==> src/design/jgc_pkg.sv <==
`timescale 1ns / 1ps
`default_nettype none

package jgc_pkg;

    // Direction codes
    localparam logic DIR_G2J = 1'b0;
    localparam logic DIR_J2G = 1'b1;

    // Request and result items
    typedef struct packed {
        logic        req_type;
        logic [13:0] in_year;
        logic [3:0]  in_month;
        logic [4:0]  in_day;
    } jgc_req_t;

    typedef struct packed {
        logic [13:0] out_year;
        logic [3:0]  out_month;
        logic [4:0]  out_day;
        logic        before_epoch;
    } jgc_res_t;

    // Converted date from one of the split pipelines
    typedef struct packed {
        logic [13:0] year;
        logic [3:0]  month;
        logic [4:0]  day;
        logic        early;
    } jgc_date_t;

    // Pipeline depths
    localparam int FRONT_LAT  = 3;
    localparam int GSPLIT_LAT = 10;
    localparam int JSPLIT_LAT = 9;
    localparam int PIPE_LAT   = FRONT_LAT + GSPLIT_LAT;

    localparam int COUNT_W = 23;

    // Calendar constants
    localparam logic [13:0] JAL_BASE      = 14'd979;
    localparam logic [13:0] GREG_BASE     = 14'd1600;
    localparam logic [22:0] EPOCH_OFS     = 23'd80;   // epoch offset plus one
    localparam logic [22:0] JAL_COUNT_OFS = 23'd78;   // epoch offset minus one

    // Reciprocals: q = (x * M) >> S, exact for the stated operand width
    localparam int          S100 = 21;   // x < 2^14
    localparam logic [15:0] M100 = 16'(((64'd1 << S100) + 64'd99) / 64'd100);
    localparam int          S400 = 23;   // x < 2^14
    localparam logic [15:0] M400 = 16'(((64'd1 << S400) + 64'd399) / 64'd400);
    localparam int          S33  = 20;   // x < 2^14
    localparam logic [15:0] M33  = 16'(((64'd1 << S33) + 64'd32) / 64'd33);
    localparam int          S12053 = 37; // x < 2^23
    localparam logic [24:0] M12053 = 25'(((64'd1 << S12053) + 64'd12052) / 64'd12053);
    localparam int          S146097 = 41; // x < 2^23
    localparam logic [24:0] M146097 = 25'(((64'd1 << S146097) + 64'd146096) / 64'd146097);
    localparam int          S36524 = 34; // x < 2^18
    localparam logic [19:0] M36524 = 20'(((64'd1 << S36524) + 64'd36523) / 64'd36524);
    localparam int          S1461 = 29;  // x < 2^18
    localparam logic [19:0] M1461 = 20'(((64'd1 << S1461) + 64'd1460) / 64'd1461);
    localparam int          S365 = 20;   // x < 2^11
    localparam logic [12:0] M365 = 13'(((64'd1 << S365) + 64'd364) / 64'd365);

    // Days before the first of each month
    localparam logic [8:0] JAL_CUM [0:11] = '{
        9'd0, 9'd31, 9'd62, 9'd93, 9'd124, 9'd155,
        9'd186, 9'd216, 9'd246, 9'd276, 9'd306, 9'd336
    };
    localparam logic [8:0] GREG_CUM [0:11] = '{
        9'd0, 9'd31, 9'd59, 9'd90, 9'd120, 9'd151,
        9'd181, 9'd212, 9'd243, 9'd273, 9'd304, 9'd334
    };

    // Month code to table index; out-of-range months are clamped
    function automatic logic [3:0] month_idx(input logic [3:0] m);
        logic [3:0] idx;
        if (m == 4'd0)
            idx = 4'd0;
        else if (m > 4'd12)
            idx = 4'd11;
        else
            idx = m - 4'd1;
        return idx;
    endfunction

    // Gregorian month start including the leap day from March on
    function automatic logic [8:0] greg_thr(input logic [3:0] idx, input logic leap);
        logic [8:0] thr;
        thr = GREG_CUM[idx] + 9'((idx >= 4'd2) && leap);
        return thr;
    endfunction

endpackage

`default_nettype wire

==> src/design/jgc_day_count.sv <==
`timescale 1ns / 1ps
`default_nettype none

// Source date to day count, three stages
module jgc_day_count
    import jgc_pkg::*;
(
    input  logic               clk,
    input  jgc_req_t           req,
    output logic [COUNT_W-1:0] count,
    output logic               dir,
    output logic               early
);

    // Stage A: year offset, quotients, month table
    logic        dir_a_reg, early_a_reg, mgt1_a_reg;
    logic [13:0] yoff_a_reg;
    logic [7:0]  q100_a_reg;
    logic [5:0]  q400_a_reg;
    logic [8:0]  q33_a_reg;
    logic [8:0]  cum_a_reg;
    logic [4:0]  day_a_reg;

    logic [13:0] yoff_next;
    logic        early_next;
    logic [3:0]  mi;
    logic [31:0] p100, p400, p33;
    logic [8:0]  cum_next;

    always_comb
    begin
        mi = month_idx(req.in_month);
        if (req.req_type == DIR_J2G)
        begin
            yoff_next  = req.in_year - JAL_BASE;
            early_next = req.in_year < JAL_BASE;
            cum_next   = JAL_CUM[mi];
        end
        else
        begin
            yoff_next  = req.in_year - GREG_BASE;
            early_next = req.in_year < GREG_BASE;
            cum_next   = GREG_CUM[mi];
        end
        p100 = 32'(yoff_next) * 32'(M100);
        p400 = 32'(yoff_next) * 32'(M400);
        p33  = 32'(yoff_next) * 32'(M33);
    end

    always_ff @(posedge clk)
    begin
        dir_a_reg   <= req.req_type;
        early_a_reg <= early_next;
        yoff_a_reg  <= yoff_next;
        q100_a_reg  <= p100[S100 +: 8];
        q400_a_reg  <= p400[S400 +: 6];
        q33_a_reg   <= p33[S33 +: 9];
        cum_a_reg   <= cum_next;
        mgt1_a_reg  <= mi > 4'd1;
        day_a_reg   <= req.in_day;
    end

    // Stage B: remainders, leap test, year days
    logic        dir_b_reg, early_b_reg;
    logic [22:0] y365_b_reg;
    logic [12:0] adj_b_reg;
    logic [8:0]  cum_b_reg;
    logic [4:0]  day_b_reg;

    logic [13:0] r100, r400, r33;
    logic        nz100, nz400, nz4, leap;
    logic [12:0] gadj, jadj;
    logic [6:0]  r33p;

    always_comb
    begin
        r100  = yoff_a_reg - 14'(14'(q100_a_reg) * 14'd100);
        r400  = yoff_a_reg - 14'(14'(q400_a_reg) * 14'd400);
        r33   = yoff_a_reg - 14'(14'(q33_a_reg) * 14'd33);
        nz100 = |r100;
        nz400 = |r400;
        nz4   = |yoff_a_reg[1:0];
        leap  = !nz4 && (nz100 || !nz400);
        gadj  = 13'(yoff_a_reg[13:2]) + 13'(nz4) - 13'(q100_a_reg) - 13'(nz100)
              + 13'(q400_a_reg) + 13'(nz400) + 13'(leap && mgt1_a_reg);
        r33p  = 7'(r33[5:0]) + 7'd3;
        jadj  = 13'({q33_a_reg, 3'b000}) + 13'(r33p[6:2]);
    end

    always_ff @(posedge clk)
    begin
        dir_b_reg   <= dir_a_reg;
        early_b_reg <= early_a_reg;
        y365_b_reg  <= 23'(yoff_a_reg) * 23'd365;
        adj_b_reg   <= (dir_a_reg == DIR_J2G) ? jadj : gadj;
        cum_b_reg   <= cum_a_reg;
        day_b_reg   <= day_a_reg;
    end

    // Stage C: final sum
    logic [22:0] count_c_reg;
    logic        dir_c_reg, early_c_reg;

    always_ff @(posedge clk)
    begin
        count_c_reg <= y365_b_reg + 23'(adj_b_reg) + 23'(cum_b_reg) + 23'(day_b_reg)
                     + ((dir_b_reg == DIR_J2G) ? JAL_COUNT_OFS : 23'd0);
        dir_c_reg   <= dir_b_reg;
        early_c_reg <= early_b_reg;
    end

    assign count = count_c_reg;
    assign dir   = dir_c_reg;
    assign early = early_c_reg;

endmodule

`default_nettype wire

==> src/design/jgc_jal_split.sv <==
`timescale 1ns / 1ps
`default_nettype none

// Day count to Jalali date, rebased onto the epoch in S0
module jgc_jal_split
    import jgc_pkg::*;
(
    input  logic               clk,
    input  logic [COUNT_W-1:0] count,
    output jgc_date_t          date
);

    logic [JSPLIT_LAT-2:0] low_reg;

    // S0: rebase onto the epoch
    logic [22:0] jd0_reg;
    always_ff @(posedge clk)
    begin
        jd0_reg <= count - EPOCH_OFS;
        low_reg <= {low_reg[JSPLIT_LAT-3:0], count < EPOCH_OFS};
    end

    // S1: 33-year cycles
    logic [22:0] jd1_reg;
    logic [8:0]  q1_reg;
    logic [47:0] p1;
    assign p1 = 48'(jd0_reg) * 48'(M12053);
    always_ff @(posedge clk)
    begin
        jd1_reg <= jd0_reg;
        q1_reg  <= p1[S12053 +: 9];
    end

    // S2: remainder in the cycle
    logic [13:0] r1_2_reg, jy2_reg;
    always_ff @(posedge clk)
    begin
        r1_2_reg <= 14'(jd1_reg - 23'(q1_reg) * 23'd12053);
        jy2_reg  <= JAL_BASE + 14'(14'(q1_reg) * 14'd33);
    end

    // S3: 4-year groups
    logic [13:0] r1_3_reg, jy3_reg;
    logic [3:0]  q2_3_reg;
    logic [47:0] p3;
    assign p3 = 48'(r1_2_reg) * 48'(M1461);
    always_ff @(posedge clk)
    begin
        r1_3_reg <= r1_2_reg;
        jy3_reg  <= jy2_reg;
        q2_3_reg <= p3[S1461 +: 4];
    end

    // S4: remainder in the group
    logic [10:0] r2_4_reg;
    logic [13:0] jy4_reg;
    always_ff @(posedge clk)
    begin
        r2_4_reg <= 11'(r1_3_reg - 14'(q2_3_reg) * 14'd1461);
        jy4_reg  <= jy3_reg + 14'({q2_3_reg, 2'b00});
    end

    // S5: years after the leading leap year
    logic [10:0] t5_reg, t5;
    logic [1:0]  q3_5_reg;
    logic [13:0] jy5_reg;
    logic [31:0] p5;
    logic        ovr5;
    always_comb
    begin
        ovr5 = r2_4_reg >= 11'd366;
        t5   = ovr5 ? r2_4_reg - 11'd1 : r2_4_reg;
        p5   = 32'(t5) * 32'(M365);
    end
    always_ff @(posedge clk)
    begin
        t5_reg   <= t5;
        q3_5_reg <= ovr5 ? p5[S365 +: 2] : 2'd0;
        jy5_reg  <= jy4_reg;
    end

    // S6: day of year
    logic [8:0]  r3_6_reg;
    logic [13:0] jy6_reg;
    always_ff @(posedge clk)
    begin
        r3_6_reg <= 9'(t5_reg - 11'(q3_5_reg) * 11'd365);
        jy6_reg  <= jy5_reg + 14'(q3_5_reg);
    end

    // S7: month search over the start table
    logic [3:0]  idx7, idx7_reg;
    logic [8:0]  r3_7_reg;
    logic [13:0] jy7_reg;
    always_comb
    begin
        idx7 = 4'd0;
        for (int k = 1; k < 12; k++)
            idx7 = idx7 + 4'(r3_6_reg >= JAL_CUM[k]);
    end
    always_ff @(posedge clk)
    begin
        idx7_reg <= idx7;
        r3_7_reg <= r3_6_reg;
        jy7_reg  <= jy6_reg;
    end

    // S8: day of month
    jgc_date_t date_reg;
    always_ff @(posedge clk)
    begin
        date_reg.year  <= jy7_reg;
        date_reg.month <= idx7_reg + 4'd1;
        date_reg.day   <= 5'(r3_7_reg - JAL_CUM[idx7_reg] + 9'd1);
        date_reg.early <= low_reg[JSPLIT_LAT-2];
    end

    assign date = date_reg;

endmodule

`default_nettype wire

==> src/design/jgc_greg_split.sv <==
`timescale 1ns / 1ps
`default_nettype none

// Day count since 1600-01-01 to Gregorian date
module jgc_greg_split
    import jgc_pkg::*;
(
    input  logic               clk,
    input  logic [COUNT_W-1:0] count,
    output jgc_date_t          date
);

    // S1: 400-year cycles
    logic [22:0] n1_reg;
    logic [5:0]  q1_reg;
    logic [47:0] p1;
    assign p1 = 48'(count) * 48'(M146097);
    always_ff @(posedge clk)
    begin
        n1_reg <= count;
        q1_reg <= p1[S146097 +: 6];
    end

    // S2: remainder in the cycle
    logic [17:0] r1_2_reg;
    logic [13:0] gy2_reg;
    always_ff @(posedge clk)
    begin
        r1_2_reg <= 18'(n1_reg - 23'(q1_reg) * 23'd146097);
        gy2_reg  <= GREG_BASE + 14'(14'(q1_reg) * 14'd400);
    end

    // S3: centuries after the first
    logic        big3, big3_reg;
    logic [17:0] t3, t3_reg;
    logic [47:0] p3;
    logic [1:0]  q2_3_reg;
    logic [13:0] gy3_reg;
    always_comb
    begin
        big3 = r1_2_reg >= 18'd36525;
        t3   = big3 ? r1_2_reg - 18'd1 : r1_2_reg;
        p3   = 48'(t3) * 48'(M36524);
    end
    always_ff @(posedge clk)
    begin
        big3_reg <= big3;
        t3_reg   <= t3;
        q2_3_reg <= big3 ? p3[S36524 +: 2] : 2'd0;
        gy3_reg  <= gy2_reg;
    end

    // S4: remainder in the century, century leap rule
    logic [15:0] rr4, r4, r4_reg;
    logic        leap4, leap4_reg;
    logic [13:0] gy4_reg;
    always_comb
    begin
        rr4   = 16'(t3_reg - 18'(q2_3_reg) * 18'd36524);
        r4    = rr4;
        leap4 = 1'b1;
        if (big3_reg)
        begin
            if (rr4 >= 16'd365)
                r4 = rr4 + 16'd1;
            else
                leap4 = 1'b0;
        end
    end
    always_ff @(posedge clk)
    begin
        r4_reg    <= r4;
        leap4_reg <= leap4;
        gy4_reg   <= gy3_reg + 14'(14'(q2_3_reg) * 14'd100);
    end

    // S5: 4-year groups
    logic [15:0] r5_reg;
    logic [4:0]  q3_5_reg;
    logic        leap5_reg;
    logic [13:0] gy5_reg;
    logic [47:0] p5;
    assign p5 = 48'(r4_reg) * 48'(M1461);
    always_ff @(posedge clk)
    begin
        r5_reg    <= r4_reg;
        q3_5_reg  <= p5[S1461 +: 5];
        leap5_reg <= leap4_reg;
        gy5_reg   <= gy4_reg;
    end

    // S6: remainder in the group
    logic [10:0] r6_reg;
    logic        leap6_reg;
    logic [13:0] gy6_reg;
    always_ff @(posedge clk)
    begin
        r6_reg    <= 11'(r5_reg - 16'(q3_5_reg) * 16'd1461);
        leap6_reg <= leap5_reg;
        gy6_reg   <= gy5_reg + 14'({q3_5_reg, 2'b00});
    end

    // S7: years after the leading leap year
    logic        ovr7, leap7_reg;
    logic [10:0] t7, t7_reg;
    logic [31:0] p7;
    logic [1:0]  q4_7_reg;
    logic [13:0] gy7_reg;
    always_comb
    begin
        ovr7 = r6_reg >= 11'd366;
        t7   = ovr7 ? r6_reg - 11'd1 : r6_reg;
        p7   = 32'(t7) * 32'(M365);
    end
    always_ff @(posedge clk)
    begin
        t7_reg    <= t7;
        q4_7_reg  <= ovr7 ? p7[S365 +: 2] : 2'd0;
        leap7_reg <= leap6_reg && !ovr7;
        gy7_reg   <= gy6_reg;
    end

    // S8: day of year
    logic [8:0]  r8_reg;
    logic        leap8_reg;
    logic [13:0] gy8_reg;
    always_ff @(posedge clk)
    begin
        r8_reg    <= 9'(t7_reg - 11'(q4_7_reg) * 11'd365);
        leap8_reg <= leap7_reg;
        gy8_reg   <= gy7_reg + 14'(q4_7_reg);
    end

    // S9: month search
    logic [3:0]  idx9, idx9_reg;
    logic [8:0]  r9_reg;
    logic        leap9_reg;
    logic [13:0] gy9_reg;
    always_comb
    begin
        idx9 = 4'd0;
        for (int k = 1; k < 12; k++)
            idx9 = idx9 + 4'(r8_reg >= greg_thr(4'(k), leap8_reg));
    end
    always_ff @(posedge clk)
    begin
        idx9_reg  <= idx9;
        r9_reg    <= r8_reg;
        leap9_reg <= leap8_reg;
        gy9_reg   <= gy8_reg;
    end

    // S10: day of month
    jgc_date_t date_reg;
    always_ff @(posedge clk)
    begin
        date_reg.year  <= gy9_reg;
        date_reg.month <= idx9_reg + 4'd1;
        date_reg.day   <= 5'(r9_reg - greg_thr(idx9_reg, leap9_reg) + 9'd1);
        date_reg.early <= 1'b0;
    end

    assign date = date_reg;

endmodule

`default_nettype wire

==> src/design/jalali_gregorian_date_converter_unit.sv <==
`timescale 1ns / 1ps
`default_nettype none

// Gregorian/Jalali date converter. One item may be started in every clock
// cycle; busy is always low. Each item's result appears on res with strobe
// high for exactly one cycle, once the item has gone through 3 stages of day
// counting, 10 stages splitting the count back into a date through the
// 400-year, century, 4-year and month steps, and the output register.
// Results come out in start order and cannot be held off, so the receiver
// must take every strobe. before_epoch is set, with a zero date, for
// Gregorian dates before 1600-03-20 and Jalali years below 979.
module jalali_gregorian_date_converter_unit
    import jgc_pkg::*;
(
    input  logic     clk,
    input  logic     rst_n,
    input  logic     start,
    output logic     busy,
    input  jgc_req_t req,
    output logic     strobe,
    output jgc_res_t res
);

    typedef struct packed {
        logic dir;
        logic early;
    } jgc_side_t;

    logic [COUNT_W-1:0] count;
    logic               dir_c, early_c;
    jgc_date_t          jdate, gdate;

    jgc_day_count u_count (
        .clk   (clk),
        .req   (req),
        .count (count),
        .dir   (dir_c),
        .early (early_c)
    );

    jgc_jal_split u_jal (
        .clk   (clk),
        .count (count),
        .date  (jdate)
    );

    jgc_greg_split u_greg (
        .clk   (clk),
        .count (count),
        .date  (gdate)
    );

    assign busy = 1'b0;

    // Item valid flags along the pipeline
    logic [PIPE_LAT-1:0] valid_reg;
    logic                strobe_reg;

    always_ff @(posedge clk or negedge rst_n)
    begin
        if (!rst_n)
        begin
            valid_reg  <= '0;
            strobe_reg <= 1'b0;
        end
        else
        begin
            valid_reg  <= {valid_reg[PIPE_LAT-2:0], start && !busy};
            strobe_reg <= valid_reg[PIPE_LAT-1];
        end
    end

    // Direction and year flag alongside the split stages; Jalali result realigned
    jgc_side_t side_reg [GSPLIT_LAT];
    jgc_date_t jdate_reg;

    always_ff @(posedge clk)
    begin
        side_reg[0] <= '{dir: dir_c, early: early_c};
        for (int i = 1; i < GSPLIT_LAT; i++)
            side_reg[i] <= side_reg[i-1];
        jdate_reg <= jdate;
    end

    // Output register
    jgc_res_t  res_reg;
    jgc_side_t side_o;
    logic      early_o;

    always_comb
    begin
        side_o  = side_reg[GSPLIT_LAT-1];
        early_o = side_o.early || ((side_o.dir == DIR_G2J) && jdate_reg.early);
    end

    always_ff @(posedge clk)
    begin
        if (early_o)
        begin
            res_reg <= '{out_year: 14'd0, out_month: 4'd0,
                         out_day: 5'd0, before_epoch: 1'b1};
        end
        else if (side_o.dir == DIR_J2G)
        begin
            res_reg <= '{out_year: gdate.year, out_month: gdate.month,
                         out_day: gdate.day, before_epoch: 1'b0};
        end
        else
        begin
            res_reg <= '{out_year: jdate_reg.year, out_month: jdate_reg.month,
                         out_day: jdate_reg.day, before_epoch: 1'b0};
        end
    end

    assign strobe = strobe_reg;
    assign res    = res_reg;

    // Every strobe goes back to a taken start
    a_strobe_from_start: assert property (@(posedge clk) disable iff (!rst_n)
        strobe |-> $past(start, PIPE_LAT + 1))
        else $error("result without a started item");

    // Early dates carry an all-zero date
    a_early_zero: assert property (@(posedge clk) disable iff (!rst_n)
        strobe && res.before_epoch |->
            res.out_year == 14'd0 && res.out_month == 4'd0 && res.out_day == 5'd0)
        else $error("early date with non-zero fields");

    // Converted dates have a sane month and a non-zero day
    a_date_range: assert property (@(posedge clk) disable iff (!rst_n)
        strobe && !res.before_epoch |->
            res.out_month >= 4'd1 && res.out_month <= 4'd12 && res.out_day != 5'd0)
        else $error("converted month or day out of range");

endmodule

`default_nettype wire
==> config.mk <==
export PLATFORM = sky130hd
export DESIGN_NAME = jalali_gregorian_date_converter_unit
export DESIGN_NICKNAME = d
export VERILOG_FILES = /design/src/design/jgc_pkg.sv /design/src/design/jgc_day_count.sv /design/src/design/jgc_jal_split.sv /design/src/design/jgc_greg_split.sv /design/src/design/jalali_gregorian_date_converter_unit.sv
export SDC_FILE = /design/constraint.sdc
export NUM_CORES = 2
export LEC_CHECK = 0
export BUFFER_PORTS_ARGS = -buffer_cell sky130_fd_sc_hd__buf_4
export CAP_MARGIN = 20
export CORE_MARGIN = 2
export CORE_UTILIZATION = 46
export DETAILED_ROUTE_END_ITERATION = 8
export GPL_TIMING_DRIVEN = 0
export REMOVE_ABC_BUFFERS = 1
export SYNTH_ARGS = -nofsm -noshare
export SYNTH_HDL_FRONTEND = slang
export SYNTH_SLANG_ARGS = --single-unit
==> constraint.sdc <==
create_clock -name clk -period 23.2 [get_ports clk]
set_input_delay 1.16 -clock clk [delete_from_list [all_inputs] [get_ports clk]]
set_output_delay 1.16 -clock clk [all_outputs]
set_load 0.1 [all_outputs]
Yosys cells after proc, flatten, opt, wreduce, memory -nomap -nowiden --
Memory sizes are Yosys's and may differ from the RTL's. Cells that the tools add are included.
Storage, ports and cells: input port bits 27, ROM bits 576, output and inout bits 26, RAM bits 20, memories kept 5, logic and storage cells 260, register bits after elaboration 698, bits in latches 0
Memories:
- (no name shown) | depth 16, width 9, read ports 1, clocked after memory_dff 0, write ports 0, RTL line jgc_pkg.sv:90 | thr = GREG_CUM[idx] + 9'((idx >= 4'd2) && leap);
- (no name shown) | depth 16, width 9, read ports 1, clocked after memory_dff 0, write ports 0, RTL line jgc_jal_split.sv:114 | date_reg.day <= 5'(r3_7_reg - JAL_CUM[idx7_reg] + 9'd1);
- (no name shown) | depth 16, width 9, read ports 1, clocked after memory_dff 0, write ports 0, RTL line jgc_day_count.sv:37 | cum_next = JAL_CUM[mi];
- (no name shown) | depth 16, width 9, read ports 1, clocked after memory_dff 0, write ports 0, RTL line jgc_day_count.sv:43 | cum_next = GREG_CUM[mi];
- side_reg | depth 10, width 2, read ports 10, clocked after memory_dff 0, write ports 10, RTL line jalali_gregorian_date_converter_unit.sv:74 | jgc_side_t side_reg [GSPLIT_LAT];
Operators by class: eq/ne operators 0, shifts and indexed selects 0, multipliers 23, divide/modulo/power cells 0, reductions and logical operators 14, $lt $le $gt $ge 35, $add $sub $neg 74, mux-type cells 22, bitwise operators 4
Operator list (number):
- 4-bit by 1-bit adder with 4-bit output | 18
- 9-bit >= comparator | 7
- 23-bit by 24-bit multiplier with 47-bit output, second input constant | 1
- 9-bit two-way mux | 5
- 11-bit by 12-bit multiplier with 22-bit output, second input constant | 2
- 23-bit by 22-bit multiplier with 44-bit output, second input constant | 1
- 14-bit subtractor | 3
- 8-bit by 1-bit adder with 9-bit output, first input constant | 4
- 9-bit by 8-bit >= comparator with 1-bit output, second input constant | 4
- 18-bit by 19-bit multiplier with 36-bit output, second input constant | 1
- 16-bit by 19-bit multiplier with 34-bit output, second input constant | 1
- 14-bit by 19-bit multiplier with 33-bit output, second input constant | 1
- 16-bit two-way mux | 2
- 14-bit by 2-bit adder with 14-bit output | 2
- 14-bit OR reduction | 2
- 9-bit by 1-bit adder with 9-bit output, first input constant | 3
- 9-bit >= comparator, second input constant | 3
- 14-bit by 13-bit multiplier with 27-bit output, second input constant | 1
- 13-bit by 1-bit adder with 13-bit output | 2
- 14-bit by 10-bit multiplier with 24-bit output, second input constant | 1
- 24-bit two-way mux | 1
- 23-bit by 13-bit adder with 23-bit output | 1
- 23-bit adder | 1
- 23-bit by 5-bit adder with 23-bit output | 1
- 73 further kinds | 104

Depth between registers and ports, before layout --
depth in word-level cells 12, depth in mapped cells 33, depth with buffers taken out 33

By module --
Synthesis repeated with hierarchy kept, for this count alone.
Unflattened totals: cell total of the unflattened synthesis 7247, area, all modules 76022.9 µm²
By module, submodules not included:
- jgc_greg_split | instances 1, area an instance 33323.2 µm², cells each 3161, sequential area each 5165.0 µm²
- jgc_jal_split | instances 1, area an instance 25004.0 µm², cells each 2337, sequential area each 4624.4 µm²
- jgc_day_count | instances 1, area an instance 15378.5 µm², cells each 1587, sequential area each 2502.4 µm²
- jalali_gregorian_date_converter_unit | instances 1, area an instance 2317.2 µm², cells each 162, sequential area each 1711.6 µm²

Least setup slack after synthesis --
Ideal clock, no wire load.
path type flip-flop to flip-flop, start point register u_greg.r1_2_reg[0], end point register u_greg.q2_3_reg[1], buffers on the path 0, cell stages (with the launch flop) 30, setup time 0.059 ns, required time 23.141 ns, slack 15.587 ns, arrival 7.555 ns, clock period less this slack 7.613 ns, path through dfxtp_1 inv_1 ha_1 nand2b_1 a31o_2 a211o_1 a21oi_2 or4_1 nor3_2 nand3_1 or2_2 xnor2_1 ha_1 inv_1 fa_1 inv_1 fa_1 fa_1 fa_1 fa_1 ha_1 a21o_1 a21oi_1 nor2b_1 o21ai_0 a21oi_1 a2111oi_0 a21boi_0 or4_1 nand2_1
On the way: cells in the longest elaborated chain, start to end 3, elaborated cells on any way between the ends 4, classes of those cells 1 x add/sub; 1 x mul; 1 x order compare; 1 x mux
RTL lines:
- from (decl) | RTL line jgc_greg_split.sv:25 | logic [17:0] r1_2_reg;
- from (signal assigned) | RTL line jgc_greg_split.sv:29 | r1_2_reg <= 18'(n1_reg - 23'(q1_reg) * 23'd146097);
- 18-bit by 1-bit subtractor with 18-bit output or 18-bit by 16-bit >= comparator with 1-bit output (tied branches) | RTL line jgc_greg_split.sv:42, jgc_greg_split.sv:41
- 18-bit two-way mux (*) | RTL line jgc_greg_split.sv:42 | t3 = big3 ? r1_2_reg - 18'd1 : r1_2_reg;
- via u_greg.t3[15] | RTL line jgc_greg_split.sv:35 | logic [17:0] t3, t3_reg;
- 18-bit by 19-bit multiplier with 36-bit output (*) | RTL line jgc_greg_split.sv:43 | p3 = 48'(t3) * 48'(M36524);
- to (signal assigned) | RTL line jgc_greg_split.sv:49 | q2_3_reg <= big3 ? p3[S36524 +: 2] : 2'd0;
- to (decl) | RTL line jgc_greg_split.sv:37 | logic [1:0] q2_3_reg;
The timed path passes the listed nets; every way through them passes the cells marked *. A chain may end at the register's enable or synchronous reset.

Worst setup path in the final report --
Ends and elaborated chain as after synthesis.

==> metrics.txt <==
Yosys warning count=0; Max stage delay on crit path=0.92 ns; clock sinks=692; most common cell in the synthesized netlist=inv_1; Hold Vio Cnt, Final=0; Yosys reg bits=692; Residual DRC=0; Synth top area share=29.1%; share of cells above drive strength 1=3.31%; Post-DP HPWL=128 mm; clock buffer count from CTS=71; most used cell, CP=inv_1; Most Crowded Layer GR=met2; sequential share of the synthesized area=18.6%; IO Count=53; Slew @ Worst Pin=1.17 ns; largest net degree at the start of global routing=25; Fin Clk Skew=0.0266 ns; wire length of the first global-routing pass=252 mm; area leader, netlist=fa_1; count of final max-slew check failures=0; Post-CTS Resized=0; outcome=finished clean; final setup vio count=0; Hold Slack=0.308 ns; die extent in x=408 um; CP bufs+invs=5; NumNets Final=9950; Antenna Cells=0; total core area=0.162 mm^2; Max-Cap Viols=0; Synth top cells by count=1860 x inv_1, 1613 x ha_1, 1090 x fa_1, 678 x dfxtp_1, 289 x xnor2_1; vias in the first global route=50100; Initial Util=46.2%; Total GRT Usage=18.7%; port bufs=51; via count=45700; Clock Tree Buf Depth=3; Setup crit end kind=register; Final GP Congestion=0.877; syn_area_per_cell=10.6 um^2; main flop type after synthesis=dfxtp_1; Iter 0 DRT Violations=1594; setup bufs post-CTS=0; DR WL/cell=15.6 um; slowest CP cell=xnor2_1; # rows=148; Area growth, synth to finish=7.47%; Total Neg Setup Slack=0 ns; Post-synth EDFFs=0; CP arrival=9.49 ns; Required @ worst endpoint=23.75 ns; Post-CTS Hold Buffers=0; gr ovfl total=0; fmax=112 MHz; RSZ-0062 raised after global routing=no; worst hold path class=in2async; synthesized area=0.0750 mm^2; H-tree Lvls=3; grt met3 use=2.59%; initial antenna violation count=5; Netlist cell types=91; clk_lat worst skew=0.67 ns; Detail Route Antenna Nets=0; main area contributors after synthesis=fa_1 29%, ha_1 27%, dfxtp_1 18%, inv_1 9.3%, xnor2_1 3.4%; Die Height=408 um; Root Buffer=clkbuf_16; CTS tree=built; die area=0.166 mm^2; crit-path max FO=8; DR pass1 iterations=5; fin util=49.7%; Worst-path clk slew=0.07 ns; Mapped Cells=7109; M1 GR Usage=24.5%; Avg Vias per Cell=4.83; fin crit period=8.94 ns; Synth async-reset ratio=2.02%; final wirelength=148 mm; Tcrit/Tclk final=38.5%; grt met2 use=32.6%; slew margin rel.=21.6%; nature of the critical path startpoint=register; Crit path max-delay family=adder cells; kind of critical path=reg2reg
[worst register-to-register path: cells and delay by family, from the launching register on]
kind / cells / cell delay, ns
XOR/XNOR: 1 / 0.92
AO/OA/AOI/OAI: 7 / 1.24
flip-flops: 1 / 0.45
buffers and inverters: 5 / 0.32
adder cells (fa/ha/maj): 8 / 3.42
AND/OR/NAND/NOR: 10 / 2.49
[layer usage]
layer,up-vias,wire [um]
li1,22700,-
met1,22300,67600
met2,551,72300
met3,186,5000
met4,0,3010
met5,-,0
[through the flow]
step	std cells	area [um^2]	setup slack, ns
final	9450	80600	14.26
after global routing	9450	80600	13.75
after CTS	9446	80600	13.84
after detailed placement	9318	78100	13.87
after global placement	9310	78000	13.91
after floorplan	7084	74900	15.59
[cells in the final DEF, fill, tap and decap left out, types with 11 or more instances in the layout]
cell type / instances
nor2b_1: 29
nand3_1: 68
a21boi_0: 20
nand2_1: 152
and2_1: 12
nand2b_1: 38
a21o_1: 114
dfrtp_1: 14
o211ai_1: 14
and3_1: 32
a31oi_1: 18
or3_1: 15
xor2_1: 121
o31ai_1: 12
inv_1: 1860
and4_1: 11
nor2_1: 198
o21a_1: 33
fa_1: 1090
a211oi_1: 22
o21ai_0: 111
clkbuf_16: 71
nand4_1: 28
dfxtp_1: 677
o21bai_1: 30
or2_2: 21
ha_1: 1613
mux2i_1: 32
buf_4: 57
a21oi_1: 185
xnor2_1: 287
nor4_1: 15
nor3_1: 58
[path summary, 6_finish.rpt]
kind                       cells after the start                from  slack, ns                  to
setup reg to reg                              31  u_greg.r1_2_reg[0]      14.26  u_greg.q2_3_reg[1]
hold / removal                                 1               rst_n       0.31              strobe
setup / recovery                              31  u_greg.r1_2_reg[0]      14.26  u_greg.q2_3_reg[1]
hold reg to reg                                0  u_greg.gy6_reg[13]       0.31  u_greg.gy7_reg[13]
min in group clk                               0  u_greg.gy6_reg[13]       0.31  u_greg.gy7_reg[13]
max in group asynchronous                      1               rst_n      22.72        valid_reg[5]
[cells by family after synthesis]
kind of cell               share of synthesized area [%]
AOI/OAI and AO/OA                                   5.90
and+or+nand+nor                                     4.74
other                                            0.00500
buffers and inverters                               9.44
muxes                                              0.552
adders and majority gates                           56.0
DFF                                                 18.6
xor gates and xnor gates                            4.83
[layout make-up]
cell class | instances | area, um^2
Multi-Input combinational cell | 4532 | 54100
Inverter | 1860 | 6980
Timing Repair Buffer | 63 | 475
Fill cell | 14900 | 81800
Clock buffer | 90 | 1950
Sequential cell | 692 | 13900
Clock inverter | 38 | 541
Tap cell | 2175 | 2720
Power is left out: the tool's default activity adds up to more than one toggle a clock period on the data nets, which glitch-free logic cannot reach.
